===== src/hw/rtl/ifr_pkg.sv =====
// ----------------------------------------------------------------------------
// Instruction fetch request package
// Shared widths, defaults and beat types of the instruction fetch stage.
// ----------------------------------------------------------------------------
package ifr_pkg;

    localparam int FIELD_W          = 64;
    localparam int ADDR_BITS_DEF    = 64;
    localparam int INSTR_BITS_DEF   = 64;

    typedef struct packed {
        logic               predict_valid;
        logic [FIELD_W-1:0] predict_pc;
        logic               mem_req_ready;
        logic               mem_data_valid;
        logic [FIELD_W-1:0] mem_data_addr;
        logic [FIELD_W-1:0] mem_data;
        logic               mem_load_fault;
        logic               mem_page_fault;
        logic               flush;
        logic               buffer_enable;
        logic [FIELD_W-1:0] buffer_pc;
        logic [FIELD_W-1:0] buffer_instr;
    } t_fetch_in;

    typedef struct packed {
        logic               req_addr_valid;
        logic [FIELD_W-1:0] req_addr_out;
        logic               resp_ready_out;
        logic [FIELD_W-1:0] fetching_pc;
        logic [FIELD_W-1:0] out_pc;
        logic [FIELD_W-1:0] out_instr;
        logic               out_load_fault;
        logic               out_page_fault;
    } t_fetch_out;

endpackage


===== src/hw/rtl/ifr_in_if.sv =====
// ----------------------------------------------------------------------------
// Fetch input channel
// Valid/ready channel that carries one set of fetch stage inputs per beat.
// ----------------------------------------------------------------------------
interface ifr_in_if;
    import ifr_pkg::*;

    logic      valid;
    logic      ready;
    t_fetch_in data;

    modport source (output valid, output data, input ready);
    modport sink (input valid, input data, output ready);
endinterface


===== src/hw/rtl/ifr_out_if.sv =====
// ----------------------------------------------------------------------------
// Fetch output channel
// Valid/ready channel that carries the registered fetch outputs per beat.
// ----------------------------------------------------------------------------
interface ifr_out_if;
    import ifr_pkg::*;

    logic       valid;
    logic       ready;
    t_fetch_out data;

    modport source (output valid, output data, input ready);
    modport sink (input valid, input data, output ready);
endinterface


===== src/hw/rtl/ifr_core.sv =====
// ----------------------------------------------------------------------------
// Fetch request state machine
// Holds the request, in-flight and latched instruction state and advances it
// by one step for every accepted input beat.
// ----------------------------------------------------------------------------
module ifr_core #(
    parameter int ADDR_BITS  = ifr_pkg::ADDR_BITS_DEF,
    parameter int INSTR_BITS = ifr_pkg::INSTR_BITS_DEF
) (
    input  logic               i_clk,
    input  logic               i_rst_n,
    input  logic               i_accept,
    input  ifr_pkg::t_fetch_in i_beat,
    output ifr_pkg::t_fetch_out o_state
);
    import ifr_pkg::*;

    typedef enum logic [1:0] {
        ST_IDLE        = 2'd0,
        ST_WAIT_ACCEPT = 2'd1,
        ST_WAIT_RESP   = 2'd2
    } t_state;

    localparam logic [ADDR_BITS-1:0] ADDR_ONES = '1;

    t_state                r_state,  n_state;
    logic                  r_rv,     n_rv;
    logic                  r_rr,     n_rr;
    logic [ADDR_BITS-1:0]  r_ra,     n_ra;
    logic [ADDR_BITS-1:0]  r_fa,     n_fa;
    logic [ADDR_BITS-1:0]  r_pc,     n_pc;
    logic [INSTR_BITS-1:0] r_instr,  n_instr;
    logic                  r_lf,     n_lf;
    logic                  r_pf,     n_pf;

    logic [ADDR_BITS-1:0]  p_pc;
    logic [ADDR_BITS-1:0]  d_addr;
    logic [INSTR_BITS-1:0] d_data;
    logic [ADDR_BITS-1:0]  b_pc;
    logic [INSTR_BITS-1:0] b_instr;
    logic                  next_req;

    assign p_pc     = i_beat.predict_pc[ADDR_BITS-1:0];
    assign d_addr   = i_beat.mem_data_addr[ADDR_BITS-1:0];
    assign d_data   = i_beat.mem_data[INSTR_BITS-1:0];
    assign b_pc     = i_beat.buffer_pc[ADDR_BITS-1:0];
    assign b_instr  = i_beat.buffer_instr[INSTR_BITS-1:0];
    assign next_req = i_beat.predict_valid & ~i_beat.buffer_enable;

    always_comb begin
        n_state = r_state;
        n_rv    = r_rv;
        n_rr    = r_rr;
        n_ra    = r_ra;
        n_fa    = r_fa;
        n_pc    = r_pc;
        n_instr = r_instr;
        n_lf    = r_lf;
        n_pf    = r_pf;

        unique case (r_state)
            ST_IDLE: begin
                n_rv = 1'b0;
                n_rr = 1'b0;
                if (i_beat.buffer_enable) begin
                    n_pc    = b_pc;
                    n_instr = b_instr;
                    n_lf    = 1'b0;
                    n_pf    = 1'b0;
                end else if (i_beat.predict_valid) begin
                    n_state = ST_WAIT_ACCEPT;
                    n_ra    = p_pc;
                    n_rv    = 1'b1;
                end
            end
            ST_WAIT_ACCEPT: begin
                if (i_beat.mem_req_ready) begin
                    n_rv    = next_req;
                    n_ra    = p_pc;
                    n_fa    = r_ra;
                    n_rr    = 1'b1;
                    n_state = ST_WAIT_RESP;
                end else if (i_beat.predict_valid) begin
                    n_ra = p_pc;
                end
            end
            ST_WAIT_RESP: begin
                if (i_beat.mem_data_valid) begin
                    n_pc    = d_addr;
                    n_instr = d_data;
                    n_lf    = i_beat.mem_load_fault;
                    n_pf    = i_beat.mem_page_fault;
                    n_rv    = next_req;
                    if (r_rv) begin
                        if (i_beat.mem_req_ready) begin
                            n_ra = p_pc;
                            n_fa = r_ra;
                        end else begin
                            n_state = ST_WAIT_ACCEPT;
                        end
                    end else if (next_req) begin
                        n_ra    = p_pc;
                        n_state = ST_WAIT_ACCEPT;
                    end else begin
                        n_ra    = ADDR_ONES;
                        n_state = ST_IDLE;
                    end
                end
            end
            default: begin
                n_state = r_state;
            end
        endcase

        if (i_beat.flush) begin
            n_rv    = 1'b0;
            n_pc    = ADDR_ONES;
            n_instr = '0;
            n_lf    = 1'b0;
            n_pf    = 1'b0;
        end
    end

    always_ff @(posedge i_clk) begin
        if (!i_rst_n) begin
            r_state <= ST_IDLE;
            r_rv    <= 1'b0;
            r_rr    <= 1'b0;
            r_ra    <= ADDR_ONES;
            r_fa    <= '0;
            r_pc    <= ADDR_ONES;
            r_instr <= '0;
            r_lf    <= 1'b0;
            r_pf    <= 1'b0;
        end else if (i_accept) begin
            r_state <= n_state;
            r_rv    <= n_rv;
            r_rr    <= n_rr;
            r_ra    <= n_ra;
            r_fa    <= n_fa;
            r_pc    <= n_pc;
            r_instr <= n_instr;
            r_lf    <= n_lf;
            r_pf    <= n_pf;
        end
    end

    assign o_state.req_addr_valid = r_rv;
    assign o_state.req_addr_out   = FIELD_W'(r_ra);
    assign o_state.resp_ready_out = r_rr;
    assign o_state.fetching_pc    = FIELD_W'(r_fa);
    assign o_state.out_pc         = FIELD_W'(r_pc);
    assign o_state.out_instr      = FIELD_W'(r_instr);
    assign o_state.out_load_fault = r_lf;
    assign o_state.out_page_fault = r_pf;

endmodule


===== src/hw/rtl/ifr_out_reg.sv =====
// ----------------------------------------------------------------------------
// Fetch result register
// Holds one result beat until the sink takes it and reports when a new
// result can be loaded.
// ----------------------------------------------------------------------------
module ifr_out_reg (
    input  logic                i_clk,
    input  logic                i_rst_n,
    input  logic                i_load,
    input  ifr_pkg::t_fetch_out i_result,
    output logic                o_free,
    ifr_out_if.source           o_out
);
    import ifr_pkg::*;

    logic       r_valid;
    t_fetch_out r_data;

    assign o_free = ~r_valid | o_out.ready;

    always_ff @(posedge i_clk) begin
        if (!i_rst_n) begin
            r_valid <= 1'b0;
        end else if (i_load) begin
            r_valid <= 1'b1;
        end else if (o_out.ready) begin
            r_valid <= 1'b0;
        end
    end

    always_ff @(posedge i_clk) begin
        if (i_load) begin
            r_data <= i_result;
        end
    end

    assign o_out.valid = r_valid;
    assign o_out.data  = r_data;

endmodule


===== src/hw/rtl/instruction_fetch_request_fsm.sv =====
// ----------------------------------------------------------------------------
// Instruction fetch request stage
// Each accepted input beat loads a result beat holding the state before it.
// Throughput: one beat per cycle while the sink takes each result; the state
// registers update in one step and the result register frees when taken.
// Reset: synchronous, active low; state returns to idle with the request
// address and latched pc all ones, and no result is pending.
// ----------------------------------------------------------------------------
module instruction_fetch_request_fsm #(
    parameter int ADDR_BITS  = ifr_pkg::ADDR_BITS_DEF,
    parameter int INSTR_BITS = ifr_pkg::INSTR_BITS_DEF
) (
    input  logic      i_clk,
    input  logic      i_rst_n,
    ifr_in_if.sink    i_in,
    ifr_out_if.source o_out
);
    import ifr_pkg::*;

    logic       accept;
    logic       out_free;
    t_fetch_out state;

    assign i_in.ready = out_free;
    assign accept     = i_in.valid & out_free;

    ifr_core #(
        .ADDR_BITS  (ADDR_BITS),
        .INSTR_BITS (INSTR_BITS)
    ) u_core (
        .i_clk    (i_clk),
        .i_rst_n  (i_rst_n),
        .i_accept (accept),
        .i_beat   (i_in.data),
        .o_state  (state)
    );

    ifr_out_reg u_out (
        .i_clk    (i_clk),
        .i_rst_n  (i_rst_n),
        .i_load   (accept),
        .i_result (state),
        .o_free   (out_free),
        .o_out    (o_out)
    );

endmodule

===== src/flat_wrapper.sv =====
// flat-port wrapper written by rule: the top's interface ports become plain ports
module instruction_fetch_request_fsm_flat import ifr_pkg::*;
#(
    parameter int ADDR_BITS  = ifr_pkg::ADDR_BITS_DEF,
    parameter int INSTR_BITS = ifr_pkg::INSTR_BITS_DEF
)
  (i_clk, i_rst_n, i_in_valid, i_in_data, i_in_ready, o_out_valid, o_out_data, o_out_ready);
  ifr_in_if i_in_i ();
  ifr_out_if o_out_i ();
  input  logic i_clk;
  input  logic i_rst_n;
  input wire logic [$bits(i_in_i.valid)-1:0] i_in_valid;
  input wire logic [$bits(i_in_i.data)-1:0] i_in_data;
  output wire logic [$bits(i_in_i.ready)-1:0] i_in_ready;
  output wire logic [$bits(o_out_i.valid)-1:0] o_out_valid;
  output wire logic [$bits(o_out_i.data)-1:0] o_out_data;
  input wire logic [$bits(o_out_i.ready)-1:0] o_out_ready;
  assign i_in_i.valid = i_in_valid;
  assign i_in_i.data = i_in_data;
  assign i_in_ready = i_in_i.ready;
  assign o_out_valid = o_out_i.valid;
  assign o_out_data = o_out_i.data;
  assign o_out_i.ready = o_out_ready;
  instruction_fetch_request_fsm #(.ADDR_BITS(ADDR_BITS), .INSTR_BITS(INSTR_BITS)) u_core (.i_clk(i_clk), .i_rst_n(i_rst_n), .i_in(i_in_i), .o_out(o_out_i));
endmodule

===== config.mk =====
export PLATFORM = sky130hd
export DESIGN_NAME = instruction_fetch_request_fsm_flat
export DESIGN_NICKNAME = d
export VERILOG_FILES = /design/src/hw/rtl/ifr_pkg.sv /design/src/hw/rtl/ifr_in_if.sv /design/src/hw/rtl/ifr_out_if.sv /design/src/hw/rtl/ifr_core.sv /design/src/hw/rtl/ifr_out_reg.sv /design/src/hw/rtl/instruction_fetch_request_fsm.sv /design/src/flat_wrapper.sv
export SDC_FILE = /design/constraint.sdc
export NUM_CORES = 1
export LEC_CHECK = 0
export ABC_AREA = 1
export BUFFER_PORTS_ARGS = -buffer_cell sky130_fd_sc_hd__buf_2
export CORE_AREA = 2 2 232 234
export DETAILED_ROUTE_END_ITERATION = 8
export DIE_AREA = 0 0 234 236
export GPL_ROUTABILITY_DRIVEN = 0
export PLACE_DENSITY = 0.8
export SLEW_MARGIN = 20
export SYNTH_ARGS = -nofsm -noshare
export SYNTH_HDL_FRONTEND = slang
export SYNTH_HIERARCHICAL = 1
export SYNTH_SLANG_ARGS = --single-unit

===== constraint.sdc =====
create_clock -name i_clk -period 8.8 [get_ports i_clk]
set_clock_uncertainty 0.15 [all_clocks]
set_input_delay 0.88 -clock i_clk [delete_from_list [all_inputs] [get_ports i_clk]]
set_output_delay 0.88 -clock i_clk [all_outputs]
set_load 0.05 [all_outputs]

==> impl_metrics.toml, run 1 <==
[cts]
cts_sinks = 523
numCtsBuffers = 54
cts.reportedPaths.clkPinSlew_ns = 0.06
clockBufferDepth = 3
ctsHtreeMaxLevel = 2
clk_latency_ns = 0.59
cts-root-buf = "clkbuf_16"
cts_resized = 0
postCtsSetupBuffers = 0
cts_tree = "yes"
ctsHoldBuffers = 0

[floorplanning]
dieArea_mm2 = 0.0552
num_io_pins = 593
rows = 85
chipHeight_um = 236
fp.dieW_um = 234
core_area_mm2 = 0.0531
initial_core_util_pct = 44.4

[timing]
worst_pin_slew_ns = 0.996
fin_tns_setup_ns = 0
relSlewSlack_pct = 33.6
rsz0062_at_grt = "no"
period_share_pct = 60.2
fmax_mhz = 189
min_period_ns = 5.30
setup_violations = 0
drv_slew = 0
hold_violations = 0

[outcome]
status = "finished clean"

[power]
power.switching_w = 0.00209
power_frac_clock_pct = 35.0
p_int_w = 0.00449
vdd_drop_max_v = 0.000136
p_comb_share_pct = 20.7
swShare_pct = 31.8
p_seq_share_pct = 44.3
power_density_mw_per_mm2 = 231
p_leak_nw = 13.2

[route]
viasPerCell = 5.10
drtIter0Drc = 1722
wl_per_cell_um = 17.3
drc = 0
ant_nets = 0
wl_um = 72800
vias = 21500
dr.pass1.iters = 6

[worst_setup_path]
r2r_setup_slack_ns = 3.50
worstPathRequired_ns = 9.17
rr_endpoint = "u_core/u_core/r_instr[40]"
r2r-start = "u_core/u_core/r_state[0]"
critPathKind = "register to register"
r2r_cells = 12
worstPathArrival_ns = 5.67
start_kind = "register"
end_kind = "register"
critPathMaxFanout = 85

[logic_synthesis]
synth_fp_nets = 3340
synth_common_cells = "nand2_1 (982), nor2_1 (536), nand3_1 (319)"
netlist_area_mm2 = 0.0236
yosysMostFrequentCell = "nand2_1"
synth-seq-area-share_pct = 55.5
synthTopCellsByArea = "edfxtp_1 (33%), dfxtp_1 (22%), nand2_1 (16%), nor2_1 (8.5%), nand3_1 (6.8%)"
synth_top_cell_by_area = "edfxtp_1"
yosys_register_bits = 523
synth_cells = 3003
ys_types = 24
yosys_warnings = 6
ys.flop_type = "dfxtp_1"
avgSynthCellArea_um2 = 7.84
synth_edf_count = 260
ys_async_sr_fraction_pct = 0
synth_top_area_share_pct = 33.1

[min_path]
hold_depth = 0
hold_class = "register to register"
hold_start = "u_core/u_core/r_instr[49]"
hold_end = "u_core/u_out/o_out.data[51]"

[grt]
grt_pass1_vias = 19700
track_usage_pct = 25.5
grt_max_degree = 120
antenna_found_initial = 26
grt_pass1_wl_um = 110000
overflow = 0

[finish]
finalCoreUtilization_pct = 53.7
drive_above_1_share_pct = 22.2
syn_to_final_growth_pct = 20.9
nets = 3799

[place]
portBuffers = 592
dp_hpwl_um = 47800

[job]
drv_cap = 0
==> metrics by stage <==
step | total power [W] | hold slack [ns] | worst slack [ns] | std cells | instance area [µm²]
6_report | 0.00658 | 0.272 | 3.50 | 4216 | 28500
5_1_grt | 0.00687 | 0.277 | 3.12 | 4209 | 28500
4_1_cts | 0.00662 | 0.278 | 3.57 | 4203 | 28400
3_5_place_dp | 0.00432 | 0.264 | 3.56 | 4102 | 26600
3_3_place_gp | 0.00430 | 0.262 | 3.61 | 4102 | 26600
2_1_floorplan | 0.00395 | 0.258 | 0.620 | 3003 | 23600
==> cell usage in the layout, fill, tap and decap left out, drive strengths merged <==
master	netlist	final
nand2	984	984
buf	152	617
nor2	537	537
nand3	319	319
dfxtp	263	263
edfxtp	260	260
inv	155	157
a21oi	134	134
clkbuf	62	70
nand4	64	64
or2	54	54
clkinv	0	22
diode	0	13
o21ai	12	12
ha	6	6
bufinv	0	4
clkinvlp	0	3
nor3	1	1
==> cell families (layout without fill, tap and decap cells) <==
logic type,Yosys count,in the layout,share of synthesized area (%)
buf+inv,369,873,6.83
other cells,0,13,0
compound gates,146,146,3.13
simple gates,1959,1959,34.2
fa+ha+maj,6,6,0.319
flops,523,523,55.5
==> worst max path at each step <==
| stage | start | to | slack, ns |
|---|---|---|---|
| global placement | o_out_ready | u_core/u_core/r_pc[12] | 3.61 |
| global route | u_core/u_core/r_state[0] | u_core/u_core/r_instr[45] | 3.12 |
| finish | u_core/u_core/r_state[0] | u_core/u_core/r_instr[40] | 3.50 |
| detailed placement | o_out_ready | u_core/u_core/r_pc[7] | 3.56 |
| CTS | u_core/u_core/r_state[0] | u_core/u_core/r_instr[40] | 3.57 |
| floorplan | o_out_ready | u_core/u_core/r_instr[29] | 0.62 |
==> flip-flops by register name, summed over array words and instances (netlist names) <==
| name | cells |
|---|---|
| u_core/u_out/o_out.valid | 1 |
| u_core/u_core/r_rv | 1 |
| u_core/u_core/r_pc | 64 |
| u_core/u_core/r_instr | 64 |
| u_core/u_core/r_fa | 64 |
| u_core/u_out/o_out.data | 260 |
| u_core/u_core/r_rr | 1 |
| u_core/u_core/r_lf | 1 |
| u_core/u_core/r_ra | 64 |
| u_core/u_core/r_pf | 1 |
| u_core/u_core/r_state | 2 |
==> final cells by class <==
class	instances	area (µm²)
Timing Repair Buffer	617	3160
Multi-Input combinational cell	2111	8950
Tap cell	696	871
Sequential cell	523	13100
Inverter	155	593
Fill cell	4896	24600
Clock inverter	31	310
Antenna cell	13	32.5
Clock buffer	70	1490
==> worst max-delay path, stage by stage (launching register included) <==
cell and delay [ns]:
dfxtp_1 0.34, inv_1 0.21, ha_4 0.62, buf_4 0.81
clkinv_2 0.50, nand2_1 0.16, nand2_1 0.07, nand2_2 0.09
nand2_4 0.46, inv_4 0.74, buf_4 0.64, nor2_1 0.10
nor2_1 0.13
==> power by group through the flow <==
stage                     Sequential, W  Combinational [W]  Clock (W)
after detailed placement        0.00297            0.00136          0
after global placement          0.00296            0.00133          0
after global routing            0.00294            0.00150    0.00244
after CTS                       0.00292            0.00136    0.00234
final                           0.00292            0.00136    0.00230
after floorplan                 0.00326           0.000686          0
==> metal layers <==
metal	wire (µm)	GRT usage (%)	part of all wire, %	up-vias
li1	-	-	-	10500
met1	27600	30.3	38	9763
met2	33800	41.5	46	972
met3	6870	7.05	9.4	217
met4	4410	14.6	6.1	24
met5	147	0	0.20	-
No activity file was read; power rests on OpenSTA's default activity.
==> run 2: changes to the inputs <==
--- a/config.mk
+++ b/config.mk
@@ -11,7 +11,7 @@
 export DETAILED_ROUTE_END_ITERATION = 8
 export DIE_AREA = 0 0 234 236
 export GPL_ROUTABILITY_DRIVEN = 0
-export PLACE_DENSITY = 0.8
+export PLACE_DENSITY = 0.83
 export SLEW_MARGIN = 20
 export SYNTH_ARGS = -nofsm -noshare
 export SYNTH_HDL_FRONTEND = slang
==> constraint.sdc (replaced) <==
create_clock -name i_clk -period 4.6 [get_ports i_clk]
set_clock_uncertainty 0.15 [all_clocks]
set_input_delay 0.46 -clock i_clk [delete_from_list [all_inputs] [get_ports i_clk]]
set_output_delay 0.46 -clock i_clk [all_outputs]
set_load 0.05 [all_outputs]
==> run 2 against run 1 <==
Cell area up 0.74%. First-iteration DRC count up 9.8%. Maximum frequency increased by 71%. Hold slack got worse by 0.23 ns. Non-clock buffer count is 11 higher. Global-route usage is 0.12 points higher. Utilization up 0.40 points. Clock power increased by 96%. Critical path depth down 3. Sequential power is 91% higher. Power rose by 93%. Critical endpoint is now u_core/u_core/r_fa[59].
==> impl_metrics.toml, run 2 (same netlist as run 1, synthesis figures left out) <==
[finish]
nets = 3810
final_cell_mix = "nand2_1 (978), buf_2 (590), nor2_1 (536)"
final_common_cell = "nand2_1"
largest_reg_flops = 260
nFillCells = 4719
syn_to_final_growth_pct = 21.8
drive_above_1_share_pct = 22.3

[place]
portBuffers = 592
place_ws_ns = 1.51
dp_hpwl_um = 47800

[route]
wl_per_cell_um = 17.4
drc = 0
ant_nets = 0
vias = 21800
drtIter0Drc = 1891
wl_um = 73600
dr.pass1.iters = 5
viasPerCell = 5.14

[job]
drv_cap = 0

[timing]
period_share_pct = 67.3
setup_violations = 0
relSlewSlack_pct = 25.3
fmax_mhz = 323
drv_slew = 0
hold_violations = 0
worst_pin_slew_ns = 1.12
worst_slack_ns = 1.50
rsz0062_at_grt = "no"
min_period_ns = 3.10
whs_ns = 0.0403

[grt]
overflow = 0
grt_pass1_wl_um = 111000
grt_pass1_vias = 20000
antenna_found_initial = 20
grt_max_degree = 158
track_usage_pct = 25.7

[power]
p_comb_share_pct = 20.7
power.switching_w = 0.00403
vdd_drop_max_v = 0.000289
power_frac_clock_pct = 35.4
p_leak_nw = 13.2
p_int_w = 0.00869
swShare_pct = 31.7
power_density_mw_per_mm2 = 443
p_seq_share_pct = 43.9

[cts]
cts_sinks = 523
clk_latency_ns = 0.60
cts-root-buf = "clkbuf_16"
postCtsSetupBuffers = 0
clockBufferDepth = 3
cts_tree = "yes"
cts.reportedPaths.clkPinSlew_ns = 0.07
ctsHtreeMaxLevel = 2
numCtsBuffers = 54

[worst_setup_path]
critPathKind = "register to register"
critPathMaxFanout = 40
cp_cell_sequence = "inv_1 -> ha_4 -> nand2_1 -> o21ai_4 -> nand2_1 -> nor2_4 -> buf_4 -> nor2_1 -> nor2_1"
worstPathArrival_ns = 3.47
worstPathRequired_ns = 4.97
end_kind = "register"
start_kind = "register"
critPathSlowestCell = "nor2_4"
slowest_delay_ns = 0.56

[floorplanning]
fp.dieW_um = 234
dieArea_mm2 = 0.0552
initial_core_util_pct = 44.4
rows = 85
core_area_mm2 = 0.0531
chipHeight_um = 236
num_io_pins = 593

[min_path]
hold_class = "primary input to register"

[outcome]
status = "finished clean"
run 2: cell types whose count changed in the layout (fill, tap and decap cells not counted), sizes merged:
cell and change:
buf +5, bufinv +1, inv +1, clkbuf +4
diode +8, clkinv -8, dlygate4sd3 +6, clkinvlp +2
run 2: worst max-delay path: cells and delay by family (launching register included):
kind                       cells  cell delay, ns
DFF                            1            0.34
buffers and inverters          2            0.75
adders and majority gates      1            0.55
AOI/OAI and AO/OA              1            0.10
and+or+nand+nor                5            1.08
run 2: path summary, 6_finish.rpt:
check / cells after the start / start / endpoint / slack [ns]
hold / removal: 5 / i_in_data[95] / u_core/u_core/r_pc[31] / 0.04
setup / recovery: 9 / u_core/u_core/r_state[0] / u_core/u_core/r_fa[59] / 1.50
hold reg to reg: 0 / u_core/u_core/r_instr[14] / u_core/u_out/o_out.data[16] / 0.27
setup reg to reg: 9 / u_core/u_core/r_state[0] / u_core/u_core/r_fa[59] / 1.50
run 2: what timing repair did:
item,CTS,global route
endpoints found under the hold margin,6,0
hold buffers,6,0
resized for setup,0,0
run 2: cell type report:
type	instances	area [µm²]	area share, %
clock inverters	27	315	1.10
inverters	155	606	2.11
clock buffers	74	1530	5.32
well taps	696	871	3.04
repair buffers	628	3280	11.4
flip-flops and latches	523	13100	45.6
multi-input cells	2111	8960	31.2
diodes	21	52.6	0.183
run 2: power by group through the flow:
stage	Combinational (W)	Sequential (W)	Clock, W
finish	0.00263	0.00558	0.00450
floorplan	0.00134	0.00623	0
global placement	0.00256	0.00567	0
global route	0.00286	0.00562	0.00476
detailed placement	0.00260	0.00568	0
CTS	0.00262	0.00558	0.00458
run 2: through the flow:
step | util [%] | instances | instance area, µm² | TNS (ns) | total power (W)
after floorplan | - | 3003 | 23700 | -318.84 | 0.00758
after global placement | 50.4 | 4107 | 26700 | 0 | 0.00823
after detailed placement | 50.4 | 4107 | 26700 | 0 | 0.00827
after CTS | 54.0 | 4214 | 28600 | 0 | 0.0128
after global routing | 54.0 | 4222 | 28700 | 0 | 0.0132
final | 54.1 | 4235 | 28700 | 0 | 0.0127
run 2: layer usage:
layer | global-route usage (%) | vias to the layer above | part of all wire, %
li1 | - | 10600 | -
met1 | 30.9 | 9977 | 37
met2 | 43.2 | 1056 | 48
met3 | 6.06 | 174 | 9.7
met4 | 11.9 | 10 | 4.5
met5 | 0 | - | 0.086
